$ cat config.mk
export PLATFORM = sky130hd
export DESIGN_NAME = h4_uart_hci_packet_deframer
export DESIGN_NICKNAME = d
export VERILOG_FILES = /design/src/hw/rtl/h4d_pkg.sv /design/src/hw/rtl/h4d_parser.sv /design/src/hw/rtl/h4_uart_hci_packet_deframer.sv
export SDC_FILE = /design/constraint.sdc
export NUM_CORES = 1
export LEC_CHECK = 0
export ABC_AREA = 1
export ABC_CLOCK_PERIOD_IN_PS = 2600
export BUFFER_PORTS_ARGS = -buffer_cell sky130_fd_sc_hd__buf_2
export CAP_MARGIN = 20
export CORE_MARGIN = 10
export CORE_UTILIZATION = 30
export DETAILED_ROUTE_END_ITERATION = 8
export PLACE_DENSITY_LB_ADDON = 0.2
export SYNTH_ARGS = -nofsm -noshare
export SYNTH_HDL_FRONTEND = slang
export SYNTH_HIERARCHICAL = 1
export SYNTH_SLANG_ARGS = --single-unit
$ cat constraint.sdc
create_clock -name clk -period 2.6 [get_ports clk]
set_input_delay 0.52 -clock clk [delete_from_list [all_inputs] [get_ports clk]]
set_output_delay 0.52 -clock clk [all_outputs]
set_load 0.01 [all_outputs]
$ cat src/hw/rtl/h4d_pkg.sv
// ----------------------------------------------------------------------------
// H4 deframer package
// Item types, packet kind and byte role codes shared by the deframer files.
// ----------------------------------------------------------------------------
package h4d_pkg;

    localparam logic [15:0] ACL_LIMIT_RESET = 16'd1020;

    localparam logic [7:0] IND_ACL   = 8'd2;
    localparam logic [7:0] IND_SYNC  = 8'd3;
    localparam logic [7:0] IND_EVENT = 8'd4;

    localparam logic [1:0] KIND_NONE  = 2'd0;
    localparam logic [1:0] KIND_ACL   = 2'd1;
    localparam logic [1:0] KIND_SYNC  = 2'd2;
    localparam logic [1:0] KIND_EVENT = 2'd3;

    localparam logic [1:0] ROLE_IND     = 2'd0;
    localparam logic [1:0] ROLE_HDR     = 2'd1;
    localparam logic [1:0] ROLE_PAY     = 2'd2;
    localparam logic [1:0] ROLE_IGNORED = 2'd3;

    localparam logic [2:0] HDR_LEN_ACL   = 3'd4;
    localparam logic [2:0] HDR_LEN_SYNC  = 3'd3;
    localparam logic [2:0] HDR_LEN_EVENT = 3'd2;

    // ACL header offset of the low length byte
    localparam logic [2:0] ACL_LEN_LOW_OFS = 3'd2;

    typedef struct packed {
        logic [7:0] rx_byte;
        logic       read_error;
    } rx_item_t;

    typedef struct packed {
        logic [7:0] data_byte;
        logic [1:0] packet_kind;
        logic [1:0] byte_role;
        logic       first_of_packet;
        logic       last_of_packet;
        logic       hard_reset_request;
        logic       halted;
    } pkt_item_t;

endpackage

$ cat src/hw/rtl/h4d_parser.sv
// ----------------------------------------------------------------------------
// H4 deframer parser
// Holds framing state and tags one byte per step with kind, role and flags.
// ----------------------------------------------------------------------------
module h4d_parser
    import h4d_pkg::*;
(
    input  logic        clk,
    input  logic        rst_n,
    input  logic        step,
    input  rx_item_t    item,
    input  logic [15:0] acl_limit,
    output pkt_item_t   result
);

    typedef enum logic [1:0] {
        PH_IDLE,
        PH_HEADER,
        PH_PAYLOAD,
        PH_HALTED
    } phase_t;

    phase_t      phase_reg, phase_next;
    logic [1:0]  kind_reg, kind_next;
    logic [2:0]  hdr_cnt_reg, hdr_cnt_next;
    logic [7:0]  len_low_reg, len_low_next;
    logic [15:0] remaining_reg, remaining_next;

    logic [7:0]  b;
    logic [2:0]  hdr_len;
    logic        hdr_done;
    logic        first;
    logic [15:0] len;

    assign b     = item.rx_byte;
    assign first = (hdr_cnt_reg == 3'd0);

    always_comb
    begin
        hdr_len = 3'd0;
        if (kind_reg == KIND_ACL)
        begin
            hdr_len = HDR_LEN_ACL;
        end
        else if (kind_reg == KIND_SYNC)
        begin
            hdr_len = HDR_LEN_SYNC;
        end
        else if (kind_reg == KIND_EVENT)
        begin
            hdr_len = HDR_LEN_EVENT;
        end
        hdr_done = (({1'b0, hdr_cnt_reg} + 4'd1) >= {1'b0, hdr_len});
        len      = (kind_reg == KIND_ACL) ? {b, len_low_reg} : {8'd0, b};
    end

    always_comb
    begin
        phase_next     = phase_reg;
        kind_next      = kind_reg;
        hdr_cnt_next   = hdr_cnt_reg;
        len_low_next   = len_low_reg;
        remaining_next = remaining_reg;

        result                    = '0;
        result.data_byte          = b;
        result.packet_kind        = kind_reg;

        if (phase_reg == PH_HALTED)
        begin
            result.packet_kind = KIND_NONE;
            result.byte_role   = ROLE_IGNORED;
            result.halted      = 1'b1;
        end
        else if (item.read_error)
        begin
            result.byte_role          = ROLE_IGNORED;
            result.hard_reset_request = 1'b1;
            result.halted             = 1'b1;
            phase_next                = PH_HALTED;
        end
        else
        begin
            unique case (phase_reg)
                PH_IDLE:
                begin
                    result.byte_role = ROLE_IND;
                    hdr_cnt_next     = 3'd0;
                    phase_next       = PH_HEADER;
                    if (b == IND_ACL)
                    begin
                        kind_next = KIND_ACL;
                    end
                    else if (b == IND_SYNC)
                    begin
                        kind_next = KIND_SYNC;
                    end
                    else if (b == IND_EVENT)
                    begin
                        kind_next = KIND_EVENT;
                    end
                    else
                    begin
                        kind_next                 = kind_reg;
                        phase_next                = PH_HALTED;
                        result.hard_reset_request = 1'b1;
                        result.halted             = 1'b1;
                    end
                    result.packet_kind = (phase_next == PH_HALTED) ? KIND_NONE : kind_next;
                end
                PH_HEADER:
                begin
                    result.byte_role       = ROLE_HDR;
                    result.first_of_packet = first;
                    if (kind_reg == KIND_NONE)
                    begin
                        result.hard_reset_request = 1'b1;
                        result.halted             = 1'b1;
                        phase_next                = PH_HALTED;
                    end
                    else
                    begin
                        if (kind_reg == KIND_ACL && hdr_cnt_reg == ACL_LEN_LOW_OFS)
                        begin
                            len_low_next = b;
                        end
                        if (!hdr_done)
                        begin
                            hdr_cnt_next = hdr_cnt_reg + 3'd1;
                        end
                        else if (kind_reg == KIND_ACL && len > acl_limit)
                        begin
                            result.hard_reset_request = 1'b1;
                            result.halted             = 1'b1;
                            phase_next                = PH_HALTED;
                        end
                        else if (len == 16'd0)
                        begin
                            result.last_of_packet = 1'b1;
                            phase_next            = PH_IDLE;
                            kind_next             = KIND_NONE;
                            hdr_cnt_next          = 3'd0;
                            len_low_next          = 8'd0;
                            remaining_next        = 16'd0;
                        end
                        else
                        begin
                            remaining_next = len;
                            hdr_cnt_next   = 3'd0;
                            phase_next     = PH_PAYLOAD;
                        end
                    end
                end
                PH_PAYLOAD:
                begin
                    result.byte_role = ROLE_PAY;
                    if (remaining_reg <= 16'd1)
                    begin
                        result.last_of_packet = 1'b1;
                        phase_next            = PH_IDLE;
                        kind_next             = KIND_NONE;
                        hdr_cnt_next          = 3'd0;
                        len_low_next          = 8'd0;
                        remaining_next        = 16'd0;
                    end
                    else
                    begin
                        remaining_next = remaining_reg - 16'd1;
                    end
                end
                PH_HALTED:
                begin
                    result.byte_role = ROLE_IGNORED;
                    result.halted    = 1'b1;
                end
            endcase
        end
    end

    always_ff @(posedge clk or negedge rst_n)
    begin
        if (!rst_n)
        begin
            phase_reg     <= PH_IDLE;
            kind_reg      <= KIND_NONE;
            hdr_cnt_reg   <= 3'd0;
            len_low_reg   <= 8'd0;
            remaining_reg <= 16'd0;
        end
        else if (step)
        begin
            phase_reg     <= phase_next;
            kind_reg      <= kind_next;
            hdr_cnt_reg   <= hdr_cnt_next;
            len_low_reg   <= len_low_next;
            remaining_reg <= remaining_next;
        end
    end

endmodule

$ cat src/hw/rtl/h4_uart_hci_packet_deframer.sv
// An accepted byte goes through the input register, then the result register,
// to the output. Throughput: one byte per cycle while the output side takes
// items; a two-entry result buffer lets the input keep accepting while one
// result waits. Reset clears framing state, empties all stages and sets the
// ACL payload limit to 1020; a halt lasts until reset.
// ----------------------------------------------------------------------------
// H4 UART HCI packet deframer
// Splits received UART bytes into H4 packets and tags each byte.
// ----------------------------------------------------------------------------
module h4_uart_hci_packet_deframer
    import h4d_pkg::*;
(
    input  logic        clk,
    input  logic        rst_n,
    input  logic        rx_valid,
    output logic        rx_stall,
    input  rx_item_t    rx_item,
    output logic        pkt_valid,
    input  logic        pkt_stall,
    output pkt_item_t   pkt_item,
    input  logic        cfg_write_enable,
    input  logic [15:0] cfg_write_data
);

    logic [15:0] acl_limit_reg;
    logic        in_valid_reg;
    rx_item_t    in_item_reg;
    logic        out_valid_reg;
    pkt_item_t   out_item_reg;
    logic        skid_valid_reg;
    pkt_item_t   skid_item_reg;

    logic        accept;
    logic        advance;
    logic        pop;
    pkt_item_t   result;

    assign rx_stall  = in_valid_reg && out_valid_reg && skid_valid_reg;
    assign accept    = rx_valid && !rx_stall;
    assign advance   = in_valid_reg && !(out_valid_reg && skid_valid_reg);
    assign pop       = out_valid_reg && !pkt_stall;
    assign pkt_valid = out_valid_reg;
    assign pkt_item  = out_item_reg;

    h4d_parser u_parser (
        .clk       (clk),
        .rst_n     (rst_n),
        .step      (advance),
        .item      (in_item_reg),
        .acl_limit (acl_limit_reg),
        .result    (result)
    );

    always_ff @(posedge clk or negedge rst_n)
    begin
        if (!rst_n)
        begin
            acl_limit_reg <= ACL_LIMIT_RESET;
        end
        else if (cfg_write_enable)
        begin
            acl_limit_reg <= cfg_write_data;
        end
    end

    always_ff @(posedge clk or negedge rst_n)
    begin
        if (!rst_n)
        begin
            in_valid_reg <= 1'b0;
        end
        else if (accept)
        begin
            in_valid_reg <= 1'b1;
        end
        else if (advance)
        begin
            in_valid_reg <= 1'b0;
        end
    end

    always_ff @(posedge clk)
    begin
        if (accept)
        begin
            in_item_reg <= rx_item;
        end
    end

    always_ff @(posedge clk or negedge rst_n)
    begin
        if (!rst_n)
        begin
            out_valid_reg  <= 1'b0;
            skid_valid_reg <= 1'b0;
        end
        else if (!out_valid_reg || pop)
        begin
            if (skid_valid_reg)
            begin
                out_valid_reg  <= 1'b1;
                skid_valid_reg <= advance;
            end
            else
            begin
                out_valid_reg <= advance;
            end
        end
        else if (advance)
        begin
            skid_valid_reg <= 1'b1;
        end
    end

    always_ff @(posedge clk)
    begin
        if (!out_valid_reg || pop)
        begin
            if (skid_valid_reg)
            begin
                out_item_reg <= skid_item_reg;
                if (advance)
                begin
                    skid_item_reg <= result;
                end
            end
            else if (advance)
            begin
                out_item_reg <= result;
            end
        end
        else if (advance)
        begin
            skid_item_reg <= result;
        end
    end

endmodule

# Yosys cells after proc, flatten, opt, wreduce, memory -nomap -nowiden
# Cells that the tools add are included.
# op_classes
addsub	3
n_lt_le_gt_ge	3
n_eq_ne	20
muxes	82
n_bitwise	2
n_reduce_logical	29
# op_table
op	n
16-bit two-way mux	11
2-bit two-way mux	31
8-bit two-way mux	6
3-bit two-way mux	12
16-bit case mux with 2 select lines	1
2-bit case mux with 3 select lines	3
8-bit by 2-bit equality test with 1-bit output (second input constant)	2
16-bit greater-than comparator	1
16-bit by 1-bit less-or-equal comparator with 1-bit output (second input constant)	1
16-bit zero test	1
8-bit case mux with 2 select lines	1
16-bit by 1-bit subtractor with 16-bit output (second input constant)	1
7-bit AND reduction	2
1-bit two-way mux	12
2-bit equality test (second input constant)	5
3-bit case mux with 3 select lines	1
9-bit AND reduction	1
8-bit by 3-bit equality test with 1-bit output (second input constant)	1
1-bit logical AND	8
2-bit nonzero test	4
2-bit by 1-bit inequality test with 1-bit output (second input constant)	3
2-bit inequality test (second input constant)	3
1-bit case mux with 2 select lines	3
6-bit AND reduction	1
other kinds (18)	24
# totals
reg_bits	91
inputBits	30
wordCells	164

# Longest topological paths before layout
# depth
ltp_word	17
mapped_depth	21

# By module
# Netlist, hierarchy kept.
# modules_own_cells
mod	instances	cells_each	area_per_inst_um2
h4d_parser	1	501	3263.1
h4_uart_hci_packet_deframer	1	179	2249.7

# Worst setup path after synthesis
# OpenSTA, ideal clock, no wires.
# synth_timing
path_type	register -> register
startpoint	reg u_parser.kind_reg[1]
endpoint	reg u_parser.remaining_reg[0]
setup_time_ps	118
arrival_time_ps	2113
required_time_ps	2482
setup_slack_ps	368
path_stages_with_launch	20
path_buffers	2
path_cell_list	dfrtp_1 -> inv_2 -> nand2_4 -> buf_12 -> o21ai_2 -> inv_1 -> ha_1 -> nand2_1 -> nand2_1 -> nand2_1 -> nand2_1 -> nand2_1 -> nand2_1 -> nand2_1 -> nand2_1 -> nand3_1 -> nand4_2 -> buf_2 -> nand2_1 -> nand2_1
# synth_via
elab_chain_len	8
word_cells_on_any_way	21
cone_classes	2 x order compare; 6 x eq/ne; 9 x mux; 4 x reduce/logical
# synth_lines
element	line	source
start, declared	h4d_parser.sv:24	logic [1:0] kind_reg, kind_next;
start signal, assigned	h4d_parser.sv:193	kind_reg <= kind_next;
branches (longest 8 deep; another with 16-bit greater-than comparator)	n/a	
end signal, assigned	h4d_parser.sv:196	remaining_reg <= remaining_next;
end, declared	h4d_parser.sv:27	logic [15:0] remaining_reg, remaining_next;
# Parallel ways; which one is timed is not known. The select of a mux whose other input is x is not followed.
# A chain may end at the register's enable or synchronous reset.

==> impl_metrics.py <==
metrics = {
    "status": {
        "status": "finished clean",
    },
    "finish": {
        "n_antenna_cell": 0,
        "multi_input_area_sq_mm": 0.00251,
        "layout_common_cells": "nand2_1, inv_1, nor2_1",
        "fin_nets": 808,
        "ff_latch_area_sq_mm": 0.00249,
        "drive_above_1_share_pct": 21.7,
        "area_growth_pct": 17.9,
        "final_common_cell": "nand2_1",
        "post-route-util_pct": 36.1,
        "nFillCells": 1904,
    },
    "place": {
        "port_buffers": 47,
        "hpwl_um": 10800,
        "globalplace.congestion": 0.881,
    },
    "sta": {
        "fmax_mhz": 415,
        "tightest_slew_ns": 0.690,
        "report.final.slew_viol_count": 0,
        "min_period_ns": 2.41,
        "skew_ns": 0.00675,
        "setup_viol": 0,
        "rsz0062_at_grt": "no",
        "slew_headroom_pct": 54.0,
        "hold_viol_final": 0,
        "holdWs_ns": 0.294,
        "finalCritPeriodShare_pct": 92.6,
    },
    "clock_tree": {
        "clockBufferDepth": 2,
        "tritoncts": "yes",
        "clock-sinks": 91,
        "cts_hold_buf": 0,
        "clkLatencyLatePin_ns": 0.35,
        "root_buffer": "clkbuf_16",
        "numCtsBuffers": 9,
        "path_clk_slew_ns": 0.07,
        "htreeDepth": 3,
        "post_cts_buffers": 0,
    },
    "worst_setup_path": {
        "startpoint_type": "register",
        "cp_cell_sequence": "clkinv_4 -> nand2_4 -> nor2_1 -> ha_1 -> nand2_1 -> nor2_1 -> nand2_1 -> nor2_1 -> nor2_1 -> nand3_1 -> a21oi_1 -> nand2_1 -> nand2_1",
        "cp_slowest_cell": "dfrtp_2",
        "endpoint_kind": "register",
        "rr_startpoint": "u_parser/kind_reg[1]$_DFFE_PN0P_",
        "critical-path-top-delay-family": "simple AND/OR/NAND/NOR gates",
        "cpPeakStageDelay_ns": 0.44,
        "crit_fanout": 10,
        "cp_num_buf_inv": 1,
        "worstSetupPathType": "register to register",
        "worst_ep_required_time_ns": 2.82,
        "r2r_setup_slack_ns": 0.19,
        "reg2reg_depth": 13,
        "r2r_end": "pkt_item[1]$_DFFE_PP_",
        "cp.arrival_ns": 2.63,
    },
    "floorplanning": {
        "die_w_um": 156,
        "fp.coreArea_sq_mm": 0.0180,
        "die_h_um": 156,
        "initial_core_util_pct": 30.6,
        "dieArea_sq_mm": 0.0242,
        "ioPinCount": 48,
        "num_rows": 49,
    },
    "drt": {
        "post_drt_wl_per_cell_um": 14.3,
        "drc": 0,
        "vias": 4528,
        "drtIter0Drc": 264,
        "via_per_inst": 4.60,
        "final_antenna_net_count": 0,
        "wl_um": 14100,
        "firstDrtPassIters": 5,
    },
    "pwr": {
        "cellLeakagePower_nw": 3.31,
        "power_density_mw_per_mm2": 635,
        "ir_worst_vdd_mv": 0.576,
        "p_total_mw": 4.13,
    },
    "yosys": {
        "synth_cell_type_count": 40,
        "async_reset_ff_share_pct": 54.9,
        "yosysWarnings": 6,
        "postSynthCellCount": 680,
        "ys_seq_area_share_pct": 45.2,
        "synth-edff-count": 41,
        "ys_ff_latch": 91,
        "synth_area_sq_mm": 0.00551,
        "syn_nets": 738,
        "ys.flop_type": "dfrtp_1",
        "syn_avg_cell_area_sq_um": 8.11,
    },
    "grt": {
        "grt_pass1_vias": 4527,
        "grt_max_degree": 51,
        "gr-usage-all-layers_pct": 11.9,
        "antenna_found_initial": 0,
        "grt_pass1_wl_um": 23200,
        "grt.overflow.total": 0,
    },
    "worst_hold_path": {
        "min_path_type": "input pin to asynchronous set/reset pin",
    },
    "flow_run": {
        "cap_violations": 0,
    },
}
## synth_stat cells, types with 10 or more instances
| library cell | instances | area (sq um) |
|---|---|---|
| dfrtp_1 | 42 | 1050 |
| nand2_1 | 211 | 792 |
| nand4_1 | 23 | 144 |
| buf_4 | 10 | 75.1 |
| nand2_2 | 14 | 87.6 |
| ha_1 | 28 | 350 |
| nand3_1 | 25 | 125 |
| o21ai_2 | 10 | 87.6 |
| edfxtp_1 | 41 | 1230 |
| nor2_1 | 61 | 229 |
| inv_1 | 90 | 338 |
| a21oi_1 | 14 | 70.1 |
| o21ai_0 | 34 | 170 |
## final cells by class
type,count,area share (%)
Tap cell,229,4.41
Clock inverter,7,1.14
Multi-Input combinational cell,467,38.7
Timing Repair Buffer,84,8.28
Clock buffer,9,3.46
Sequential cell,91,38.4
Inverter,97,5.68
## repair_timing
| item | in CTS | in global routing |
|---|---|---|
| setup endpoints to repair | 4 | 35 |
| gates cloned | 0 | 1 |
| pin swaps | 0 | 1 |
| resized for setup | 5 | 11 |
## power by group
| group | switching (mW) | internal (mW) | leakage [nW] | total [mW] |
|---|---|---|---|---|
| sequential | 0.109 | 1.82 | 1.02 | 1.93 |
| combinational | 0.559 | 0.305 | 2.14 | 0.864 |
| clock | 0.584 | 0.753 | 0.148 | 1.34 |
| total | 1.25 | 2.88 | 3.31 | 4.13 |
## worst max-delay path by stage
stage,from,end,slack (ns),depth (start not counted)
4_1_cts,u_parser/kind_reg[1]$_DFFE_PN0P_,pkt_item[2]$_DFFE_PP_,0.005,18
3_5_place_dp,u_parser/kind_reg[1]$_DFFE_PN0P_,pkt_item[2]$_DFFE_PP_,-0.04,15
5_1_grt,u_parser/kind_reg[1]$_DFFE_PN0P_,pkt_item[1]$_DFFE_PP_,0.002,13
3_3_place_gp,u_parser/kind_reg[1]$_DFFE_PN0P_,pkt_item[2]$_DFFE_PP_,-0.07,15
2_1_floorplan,u_parser/kind_reg[1]$_DFFE_PN0P_,u_parser/remaining_reg[0]$_DFFE_PN0P_,0.37,19
6_report,u_parser/kind_reg[1]$_DFFE_PN0P_,pkt_item[1]$_DFFE_PP_,0.19,13
## through the flow
stage	cells	area (sq um)	TNS (ns)	worst slack, ns
detailed placement	967	6140	-0.0374	-0.0374
floorplan	680	5510	0	0.368
global route	984	6500	0	0.00175
CTS	983	6450	0	0.00508
global placement	967	6140	-0.0695	-0.0695
finish	984	6500	0	0.193
## kinds of logic after synthesis
logic type	count (synthesis)	share of synthesized area, %
buffers and inverters	123	10.2
AOI/OAI and AO/OA	74	8.38
xor gates and xnor gates	13	2.07
DFF	91	45.2
adders and majority gates	28	6.36
muxes	2	0.363
and+or+nand+nor	349	27.4
## per-layer routing
layer  track usage (%)  wire length [um]  share of wire (%)  vias up
li1                  -                 -                  -     2310
met1              15.8              6710                 48     2086
met2              17.9              6290                 45      113
met3              3.25               775                5.5       19
met4              4.59               296                2.1        0
met5                 0                 0                  0        -
(Power assumes the default switching activity.)
